===== src/rtl/chs_pkg.sv =====
`timescale 1ns / 1ps
package chs_pkg;

    localparam int BINS       = 64;
    localparam int COUNT_BITS = 16;
    localparam int FRAC_BITS  = 20;
    localparam int PROB_BITS  = 32;
    localparam int OUT_W      = 24;
    localparam int IDX_IN_W   = 6;

    localparam int BIN_W   = $clog2(BINS);
    localparam int WORD_W  = 2 * COUNT_BITS;
    localparam int P_W     = PROB_BITS + 1;
    localparam int S_W     = P_W + 1;
    localparam int U_W     = FRAC_BITS + 2;
    localparam int PROD_W  = U_W + P_W;
    localparam int TERM_W  = PROD_W - PROB_BITS;
    localparam int NUM_P_W = COUNT_BITS + PROB_BITS;
    localparam int NUM_U_W = P_W + FRAC_BITS + 1;
    localparam int DIV_NW  = (NUM_P_W > NUM_U_W) ? NUM_P_W : NUM_U_W;
    localparam int DIV_DW  = S_W;
    localparam int DIV_CNT_W = $clog2(DIV_NW + 1);
    localparam int SUM_RAW = FRAC_BITS + 3 + BIN_W;
    localparam int SUM_W   = (SUM_RAW > OUT_W + 1) ? SUM_RAW : OUT_W + 1;

    localparam logic [OUT_W-1:0] OUT_MAX = {OUT_W{1'b1}};

    localparam logic [1:0] STATUS_OK    = 2'd0;
    localparam logic [1:0] STATUS_EMPTY = 2'd1;
    localparam logic [1:0] STATUS_SAT   = 2'd2;

    typedef struct packed {
        logic                sample_select;
        logic [IDX_IN_W-1:0] record_depth;
        logic [IDX_IN_W-1:0] record_children;
        logic                last_record;
    } record_t;

    typedef struct packed {
        logic [OUT_W-1:0] distance_total;
        logic [OUT_W-1:0] depth_part;
        logic [OUT_W-1:0] degree_part;
        logic [1:0]       result_status;
    } result_t;

    typedef enum logic [3:0] {
        S_INIT_CLR,
        S_IDLE,
        S_UPDATE,
        S_RD,
        S_LAT,
        S_CHECK,
        S_DIVP,
        S_DIVQ,
        S_DS,
        S_STARTU,
        S_DIVU,
        S_MUL,
        S_ACC,
        S_NEXT,
        S_FIN
    } ctrl_state_t;

    typedef enum logic [1:0] {
        DIV_P,
        DIV_Q,
        DIV_U
    } div_op_t;

    typedef struct packed {
        logic    load;
        logic    update;
        logic    latch;
        logic    div_start;
        div_op_t div_op;
        logic    calc_ds;
        logic    mul;
        logic    acc;
        logic    part_next;
        logic    clr_write;
        logic    bin_inc;
        logic    finish;
    } ctrl_cmd_t;

    typedef struct packed {
        logic skip;
        logic div_done;
        logic part_last;
        logic bin_last;
        logic rec_last;
        logic out_free;
    } dp_status_t;

    function automatic logic [BIN_W-1:0] clamp_bin(input logic [IDX_IN_W-1:0] v);
        if (int'(v) >= BINS) begin
            return BIN_W'(BINS - 1);
        end
        return BIN_W'(v);
    endfunction

endpackage


===== src/rtl/chs_ctrl.sv =====
`timescale 1ns / 1ps
module chs_ctrl (
    input  logic                clk,
    input  logic                rst_n,
    input  logic                record_valid,
    input  chs_pkg::dp_status_t dp_stat,
    output chs_pkg::ctrl_cmd_t  cmd,
    output logic                record_stall
);
    import chs_pkg::*;

    ctrl_state_t state_reg;
    ctrl_state_t state_next;

    always_ff @(posedge clk or negedge rst_n)
    begin
        if (!rst_n)
        begin
            state_reg <= S_INIT_CLR;
        end
        else
        begin
            state_reg <= state_next;
        end
    end

    always_comb
    begin
        state_next = state_reg;
        cmd        = '0;
        cmd.div_op = DIV_P;
        unique case (state_reg)
            S_INIT_CLR:
            begin
                cmd.clr_write = 1'b1;
                cmd.bin_inc   = 1'b1;
                if (dp_stat.bin_last)
                begin
                    state_next = S_IDLE;
                end
            end
            S_IDLE:
            begin
                if (record_valid)
                begin
                    cmd.load   = 1'b1;
                    state_next = S_UPDATE;
                end
            end
            S_UPDATE:
            begin
                cmd.update = 1'b1;
                state_next = dp_stat.rec_last ? S_RD : S_IDLE;
            end
            S_RD:
            begin
                state_next = S_LAT;
            end
            S_LAT:
            begin
                cmd.latch  = 1'b1;
                state_next = S_CHECK;
            end
            S_CHECK:
            begin
                if (dp_stat.skip)
                begin
                    state_next = S_NEXT;
                end
                else
                begin
                    cmd.div_start = 1'b1;
                    cmd.div_op    = DIV_P;
                    state_next    = S_DIVP;
                end
            end
            S_DIVP:
            begin
                if (dp_stat.div_done)
                begin
                    cmd.div_start = 1'b1;
                    cmd.div_op    = DIV_Q;
                    state_next    = S_DIVQ;
                end
            end
            S_DIVQ:
            begin
                if (dp_stat.div_done)
                begin
                    state_next = S_DS;
                end
            end
            S_DS:
            begin
                cmd.calc_ds = 1'b1;
                state_next  = S_STARTU;
            end
            S_STARTU:
            begin
                cmd.div_start = 1'b1;
                cmd.div_op    = DIV_U;
                state_next    = S_DIVU;
            end
            S_DIVU:
            begin
                if (dp_stat.div_done)
                begin
                    state_next = S_MUL;
                end
            end
            S_MUL:
            begin
                cmd.mul    = 1'b1;
                state_next = S_ACC;
            end
            S_ACC:
            begin
                cmd.acc    = 1'b1;
                state_next = S_NEXT;
            end
            S_NEXT:
            begin
                if (dp_stat.part_last)
                begin
                    cmd.clr_write = 1'b1;
                    cmd.bin_inc   = 1'b1;
                    state_next    = dp_stat.bin_last ? S_FIN : S_RD;
                end
                else
                begin
                    cmd.part_next = 1'b1;
                    state_next    = S_CHECK;
                end
            end
            S_FIN:
            begin
                if (dp_stat.out_free)
                begin
                    cmd.finish = 1'b1;
                    state_next = S_IDLE;
                end
            end
            default:
            begin
                state_next = S_IDLE;
            end
        endcase
    end

    assign record_stall = state_reg != S_IDLE;

endmodule


===== config.mk =====
export PLATFORM = sky130hd
export DESIGN_NAME = chs_ctrl
export DESIGN_NICKNAME = d
export VERILOG_FILES = /design/src/rtl/chs_pkg.sv /design/src/rtl/chs_ctrl.sv
export SDC_FILE = /design/constraint.sdc
export NUM_CORES = 1
export LEC_CHECK = 0
export BUFFER_PORTS_ARGS = -buffer_cell sky130_fd_sc_hd__buf_2
export CAP_MARGIN = 20
export CORE_AREA = 3 3 40 42
export DETAILED_ROUTE_END_ITERATION = 16
export DIE_AREA = 0 0 43 45
export PLACE_DENSITY = 0.68
export SKIP_CTS_REPAIR_TIMING = 1
export SLEW_MARGIN = 0
export SYNTH_ARGS = -nofsm -noshare
export SYNTH_HDL_FRONTEND = slang
export SYNTH_SLANG_ARGS = --single-unit

===== constraint.sdc =====
create_clock -name clk -period 4.2 [get_ports clk]
set_input_delay 0.21 -clock clk [delete_from_list [all_inputs] [get_ports clk]]
set_output_delay 0.21 -clock clk [all_outputs]
set_load 0.02 [all_outputs]

==> summary.txt, run 1 <==
Floorplan
  – Die Wd: 43 um
  – Initial cell density of the core: 40.70%
  – Core Box Area: 0.001285 sq mm
  – Top-Level Pins: 23
  – Die height: 45 um
  – Full die area: 0.001935 sq mm
  – Row count: 13

Clock tree
  – Clock sinks: 4
  – Number of CTS-inserted buffers: 3
  – Maximum root-to-sink buffer count: 2
  – Clock transition at path regs: 0.03 ns
  – Root Buffer: sky130_fd_sc_hd__clkbuf_4
  – CTS tree: yes
  – # H-tree levels: 1
  – Clock latency at the later pin of the worst-skew pair: 0.23 ns

Routing
  – Final Routed Wirelength: 1314 um
  – WL per Instance: 12.28 um
  – Residual antenna-violating net count after detailed routing: 0
  – Via density per instance: 5.495
  – Vias post-DR: 588
  – Number of DRC violations after detailed routing: 0
  – Number of detailed-route iterations in the first pass: 4
  – Violation count after the first detailed-routing iteration: 7

Synthesis
  – Top cells by area in the synthesized netlist: sky130_fd_sc_hd__dfrtp_1 19%, sky130_fd_sc_hd__nor3_1 6.7%, sky130_fd_sc_hd__nand2b_1 4.8%
  – Compound-cell area share of the yosys netlist: 30.86%
  – Adder-cell share of the synthesized area: 0%
  – Post-synthesis mux area share: 1.914%
  – Number of enable-type register cells in the synthesized netlist: 0
  – Top flip-flop cell by instance count after synthesis: sky130_fd_sc_hd__dfrtp_1
  – Yosys top cell area share: 19.14%
  – Proportion of synthesized chip area in sequential cells: 19.14%
  – Most area-hungry cell type in the Yosys netlist: sky130_fd_sc_hd__dfrtp_1
  – Count of warnings emitted by yosys: 0
  – Commonest cells in the synthesized netlist: 7 x sky130_fd_sc_hd__nor3_1, 6 x sky130_fd_sc_hd__nand2_1, 6 x sky130_fd_sc_hd__nor2_1
  – Mean instance size in the synthesized netlist: 7.164 sq um
  – Xor and xnor fraction of the mapped netlist area: 0%
  – Area fraction in and, or, nand and nor cells after synthesis: 37.32%
  – Synth Register Bits: 4
  – Async set-reset flop share out of synthesis: 100.0%
  – Number of distinct library cells after synthesis: 34
  – Post-Synthesis Net Count: 82
  – Total standard cell area after synthesis: 523.0 sq um
  – Combinational family with the most area after synthesis: simple AND/OR/NAND/NOR gates
  – Gate count of the mapped netlist: 73
  – Most common cell in the synthesized netlist: sky130_fd_sc_hd__nor3_1

STA
  – Worst Max-Slew Pin Slew: 0.5290 ns
  – Final period util: 48.06%
  – Worst Slack Setup Final: 2.181 ns
  – Relative slew slack: 64.73%
  – Count of final hold-check violations: 0
  – Setup tns final: 0 ns
  – Max-slew violation count: 0
  – RSZ-0062 raised after global routing: false
  – Post-layout minimum cycle time: 2.019 ns
  – Count of final setup violators: 0
  – Clock tree skew after final layout: 0.0007905 ns
  – Max Clk Rate: 495.4 MHz

Placement
  – Dpl hpwl: 1021 um
  – Standard cell area after detailed placement: 606.8 sq um
  – DP Worst Slack: 2.429 ns
  – IO Port Bufs: 22
  – Final weighted congestion of routability-driven global placement: 0.7810

Cells and area
  – Area occupied by multi-input gates: 366.6 sq um
  – P&R area growth vs syn: 22.25%
  – Final non-filler cell area: 639.4 sq um
  – Number of fill cells: 146
  – Total inserted antenna cells: 0
  – Number of nets at the end of the flow: 103
  – Area taken by flip-flops and latches: 100.1 sq um
  – Fraction of layout cells with a size suffix above 1: 33.70%
  – Flip-flop count of the largest register, all copies and words added: 4

GRT
  – Total overflow reported by the global router: 0
  – Via count of the first global-routing pass: 480
  – Global-route wire length before repair: 2201 um
  – Overall routing resource usage: 14.80%
  – Antenna violations before repair: 0
  – Pin count of the biggest net entering global routing: 20

Critical path
  – Crit-path max FO: 18
  – Worst R2R Setup Slack: 2.51 ns
  – Arrival @ worst endpoint: 1.81 ns
  – Worst r2r dst: state_reg[0]$_DFFE_PN0P_
  – Start-to-end type of the worst setup path: flip-flop to output pin
  – Number of cells traversed by the worst register-to-register path: 4
  – Endpoint required time on the critical path: 3.99 ns
  – Critical Path End Type: output pin
  – FF-to-FF Start: state_reg[0]$_DFFE_PN0P_
  – CP Launch Type: flip-flop

Pwr
  – Power share of the sequential group: 28.9%
  – Ratio of total power to cell area: 744.6 mW/mm^2
  – Clk pwr share: 9.5%
  – Leakage component of the power: 0.3157 nW
  – Design internal power: 0.2179 mW
  – Combinational share of power: 61.6%
  – Switching Share: 54.22%
  – Highest ir drop seen on vdd: 0.4561 mV
  – Switching power summed over all nets: 0.2582 mW

Hold path
  – Class of the tightest hold or removal check: input port to async pin

Flow run
  – Maximum capacitance violations: 0

Outcome
  – Result of the run: completed
## how the worst max path moves through the flow
| stage | start | to | slack (ns) | cells after the start |
|---|---|---|---|---|
| after floorplan | state_reg[3]$_DFFE_PN0P_ | cmd[2] | 2.53 | 5 |
| after global placement | state_reg[1]$_DFFE_PN0P_ | cmd[12] | 2.50 | 4 |
| after detailed placement | state_reg[0]$_DFFE_PN0P_ | cmd[12] | 2.43 | 4 |
| after CTS | state_reg[0]$_DFFE_PN0P_ | cmd[12] | 2.18 | 4 |
| after global routing | state_reg[0]$_DFFE_PN0P_ | cmd[12] | 2.03 | 4 |
| final | state_reg[0]$_DFFE_PN0P_ | cmd[12] | 2.18 | 4 |
## per-layer routing
layer | part of all wire, % | track usage, %
met1 | 46 | 20.73
met5 | 0 | 0
met4 | 0 | 4.819
met2 | 47 | 22.46
met3 | 7.1 | 3.586
## power by group through the flow
stage / Combinational, mW / Sequential (mW) / Clock (mW)
detailed placement: 0.295 / 0.138 / 0
finish: 0.293 / 0.138 / 0.0451
global route: 0.327 / 0.149 / 0.0512
global placement: 0.293 / 0.135 / 0
CTS: 0.296 / 0.136 / 0.0471
floorplan: 0.303 / 0.0796 / 0
## worst max-delay path: stages (launching register included)
cell and delay (ns):
sky130_fd_sc_hd__dfrtp_1 0.64, sky130_fd_sc_hd__nand2b_1 0.28, sky130_fd_sc_hd__or3_4 0.40, sky130_fd_sc_hd__nor2_1 0.09, sky130_fd_sc_hd__buf_2 0.16
## placed cells by master (no fill, tap or decap), types with 3 or more instances in the layout
| cell type | Yosys | layout |
|---|---|---|
| sky130_fd_sc_hd__a21o_1 | 3 | 3 |
| sky130_fd_sc_hd__nor2_1 | 6 | 6 |
| sky130_fd_sc_hd__clkbuf_4 | 0 | 3 |
| sky130_fd_sc_hd__nor2b_1 | 3 | 3 |
| sky130_fd_sc_hd__inv_1 | 3 | 3 |
| sky130_fd_sc_hd__o21ai_0 | 4 | 4 |
| sky130_fd_sc_hd__nand2_1 | 6 | 6 |
| sky130_fd_sc_hd__nor3_1 | 7 | 7 |
| sky130_fd_sc_hd__dfrtp_1 | 4 | 4 |
| sky130_fd_sc_hd__buf_2 | 0 | 22 |
| sky130_fd_sc_hd__nand2b_1 | 4 | 4 |
## through the flow
| step | hold WS, ns | util (%) | power, mW | instances |
|---|---|---|---|---|
| finish | 0.3163 | 49.76 | 0.4761 | 107 |
| global route | 0.3272 | 49.76 | 0.5271 | 107 |
| CTS | -0.2264 | 48.98 | 0.4795 | 106 |
| detailed placement | 0.01801 | 47.22 | 0.4326 | 103 |
| global placement | 0.01656 | 47.22 | 0.4279 | 103 |
| floorplan | -0.08559 | - | 0.3821 | 73 |
## cell type report
cell class                      count  share of cell area, %
Multi-Input combinational cell     59                  57.34
Timing Repair Buffer               23                  18.79
Tap cell                           15                  2.935
Inverter                            3                  1.761
Clock buffer                        3                  3.523
Sequential cell                     4                  15.66
## cells by family after synthesis
group                  count (synthesis)
muxes                                  1
AOI/OAI and AO/OA                     23
buffers and inverters                 10
DFF                                    4
and+or+nand+nor                       35
Note: power is estimated with default switching activity, not from simulation.
==> inputs of run 2 (changes only) <==
==> constraint.sdc (replaced) <==
create_clock -name clk -period 1.9 [get_ports clk]
set_input_delay 0.095 -clock clk [delete_from_list [all_inputs] [get_ports clk]]
set_output_delay 0.095 -clock clk [all_outputs]
set_load 0.02 [all_outputs]
==> summary.txt, run 2 (synthesis results as in run 1) <==
Outcome
  – Result of the run: completed

Routing
  – Vias post-DR: 625
  – Via density per instance: 5.631
  – Number of detailed-route iterations in the first pass: 4
  – Final Routed Wirelength: 1462 um
  – Violation count after the first detailed-routing iteration: 13
  – Number of DRC violations after detailed routing: 0
  – WL per Instance: 13.17 um
  – Residual antenna-violating net count after detailed routing: 0

Pwr
  – Power share of the sequential group: 20.1%
  – Highest ir drop seen on vdd: 0.7204 mV
  – Switching Share: 52.74%
  – Leakage component of the power: 0.3344 nW
  – Clk pwr share: 9.4%
  – Combinational share of power: 70.4%
  – Switching power summed over all nets: 0.5987 mW
  – Design internal power: 0.5364 mW
  – Ratio of total power to cell area: 1693 mW/mm^2
  – Sum of internal, switching and leakage power: 1.135 mW

Floorplan
  – Core Box Area: 0.001285 sq mm
  – Initial cell density of the core: 40.70%
  – Die Wd: 43 um
  – Die height: 45 um
  – Full die area: 0.001935 sq mm
  – Top-Level Pins: 23
  – Row count: 13

STA
  – Max Clk Rate: 554.6 MHz
  – Worst hold slack: 0.2131 ns
  – Count of final hold-check violations: 0
  – Relative slew slack: 67.61%
  – Worst Max-Slew Pin Slew: 0.4736 ns
  – Clock tree skew after final layout: 0.005070 ns
  – Post-layout minimum cycle time: 1.803 ns
  – Final period util: 94.90%
  – Count of final setup violators: 0
  – Setup tns final: 0 ns
  – RSZ-0062 raised after global routing: false
  – Max-slew violation count: 0

Clock tree
  – Clock transition at path regs: 0.04 ns
  – Clock sinks: 4
  – # H-tree levels: 1
  – Root Buffer: sky130_fd_sc_hd__clkbuf_4
  – Number of CTS-inserted buffers: 3
  – Clock latency at the later pin of the worst-skew pair: 0.24 ns
  – Maximum root-to-sink buffer count: 2
  – CTS tree: yes

Flow run
  – Maximum capacitance violations: 0

Critical path
  – Endpoint required time on the critical path: 1.80 ns
  – Start-to-end type of the worst setup path: flip-flop to output pin
  – Beginning of the critical path: state_reg[1]$_DFFE_PN0P_
  – Arrival @ worst endpoint: 1.71 ns
  – CP Launch Type: flip-flop
  – Critical Path End Type: output pin
  – Worst R2R Setup Slack: 0.32 ns
  – Worst-path cell with the longest stage delay: sky130_fd_sc_hd__dfrtp_1
  – Cell Chain, Critical Path: nand2b_1, or3_4, nor2_1, buf_2
  – Crit-path max FO: 13
  – Number of cells traversed by the worst register-to-register path: 5
  – FF-to-FF Start: state_reg[2]$_DFFE_PN0P_
  – Slowest cell delay on critical path: 0.50 ns

Cells and area
  – Most frequent cells in the layout: 22 x sky130_fd_sc_hd__buf_2, 7 x sky130_fd_sc_hd__nor3_1, 6 x sky130_fd_sc_hd__nand2_1, 6 x sky130_fd_sc_hd__nor2_1
  – Number of nets at the end of the flow: 107
  – Total inserted antenna cells: 0
  – Post-layout instance count excluding filler cells: 111
  – Fraction of layout cells with a size suffix above 1: 37.50%
  – P&R area growth vs syn: 28.23%
  – Leading cell type in the layout, fill and taps excluded: sky130_fd_sc_hd__buf_2
  – Flip-flop count of the largest register, all copies and words added: 4

Hold path
  – Class of the tightest hold or removal check: input port to async pin

GRT
  – Pin count of the biggest net entering global routing: 15
  – Overall routing resource usage: 16.78%
  – Total overflow reported by the global router: 0
  – Global-route wire length before repair: 2435 um
  – Antenna violations before repair: 0
  – Via count of the first global-routing pass: 535

Placement
  – Dpl hpwl: 1085 um
  – IO Port Bufs: 22
  – Placed Instances: 107
  – Final weighted congestion of routability-driven global placement: 0.8336
## run 2: cell types whose count changed in the layout (fill, tap and decap cells not counted), sizes merged
cell  previous run  this run
buf             22        26
## run 2: critical path, delay by kind of cell (launching register included)
kind	cells	cell delay, ns
AND/OR/NAND/NOR	3	0.80
flip-flops	1	0.50
buffers and inverters	1	0.16
## run 2: layout make-up
cell class,count,area (sq um)
Sequential cell,4,101.3
Fill cell,133,614.3
Tap cell,15,18.77
Multi-Input combinational cell,59,366.6
Clock buffer,3,22.52
Inverter,3,11.26
Timing Repair Buffer,27,150.1
## run 2: path summary, 6_finish.rpt
path / endpoint
min reg2reg: state_reg[0]$_DFFE_PN0P_
min in group clk: state_reg[1]$_DFFE_PN0P_
max reg2reg: state_reg[1]$_DFFE_PN0P_
max: cmd[12]
min: state_reg[2]$_DFFE_PN0P_
max in group asynchronous: state_reg[0]$_DFFE_PN0P_
## run 2: power groups by stage
stage                     Clock, mW  Combinational, mW  Sequential [mW]
final                         0.107              0.800            0.229
after global routing          0.118              0.896            0.243
after CTS                     0.109              0.799            0.225
after detailed placement          0              0.793            0.223
after global placement            0              0.784            0.222
after floorplan                   0              0.669            0.176
## run 2: metal layers
metal / vias up / routed length [um] / global-route usage, % / share of wire, %
met5: - / 0 / 0 / 0
met4: 0 / 31 / 9.036 / 2.1
met3: 4 / 97 / 3.187 / 6.6
met2: 25 / 695 / 26.05 / 48
met1: 286 / 638 / 22.09 / 44
li1: 310 / - / - / -
## run 2: per-stage QoR
stage / setup WS (ns) / area (sq um) / util, %
6_report: 0.09693 / 670.6 / 52.19
3_5_place_dp: 0.3518 / 636.9 / 49.56
5_1_grt: 0.001400 / 670.6 / 52.19
4_1_cts: 0.09001 / 659.4 / 51.31
2_1_floorplan: 0.3479 / 523.0 / -
3_3_place_gp: 0.3586 / 636.9 / 49.56
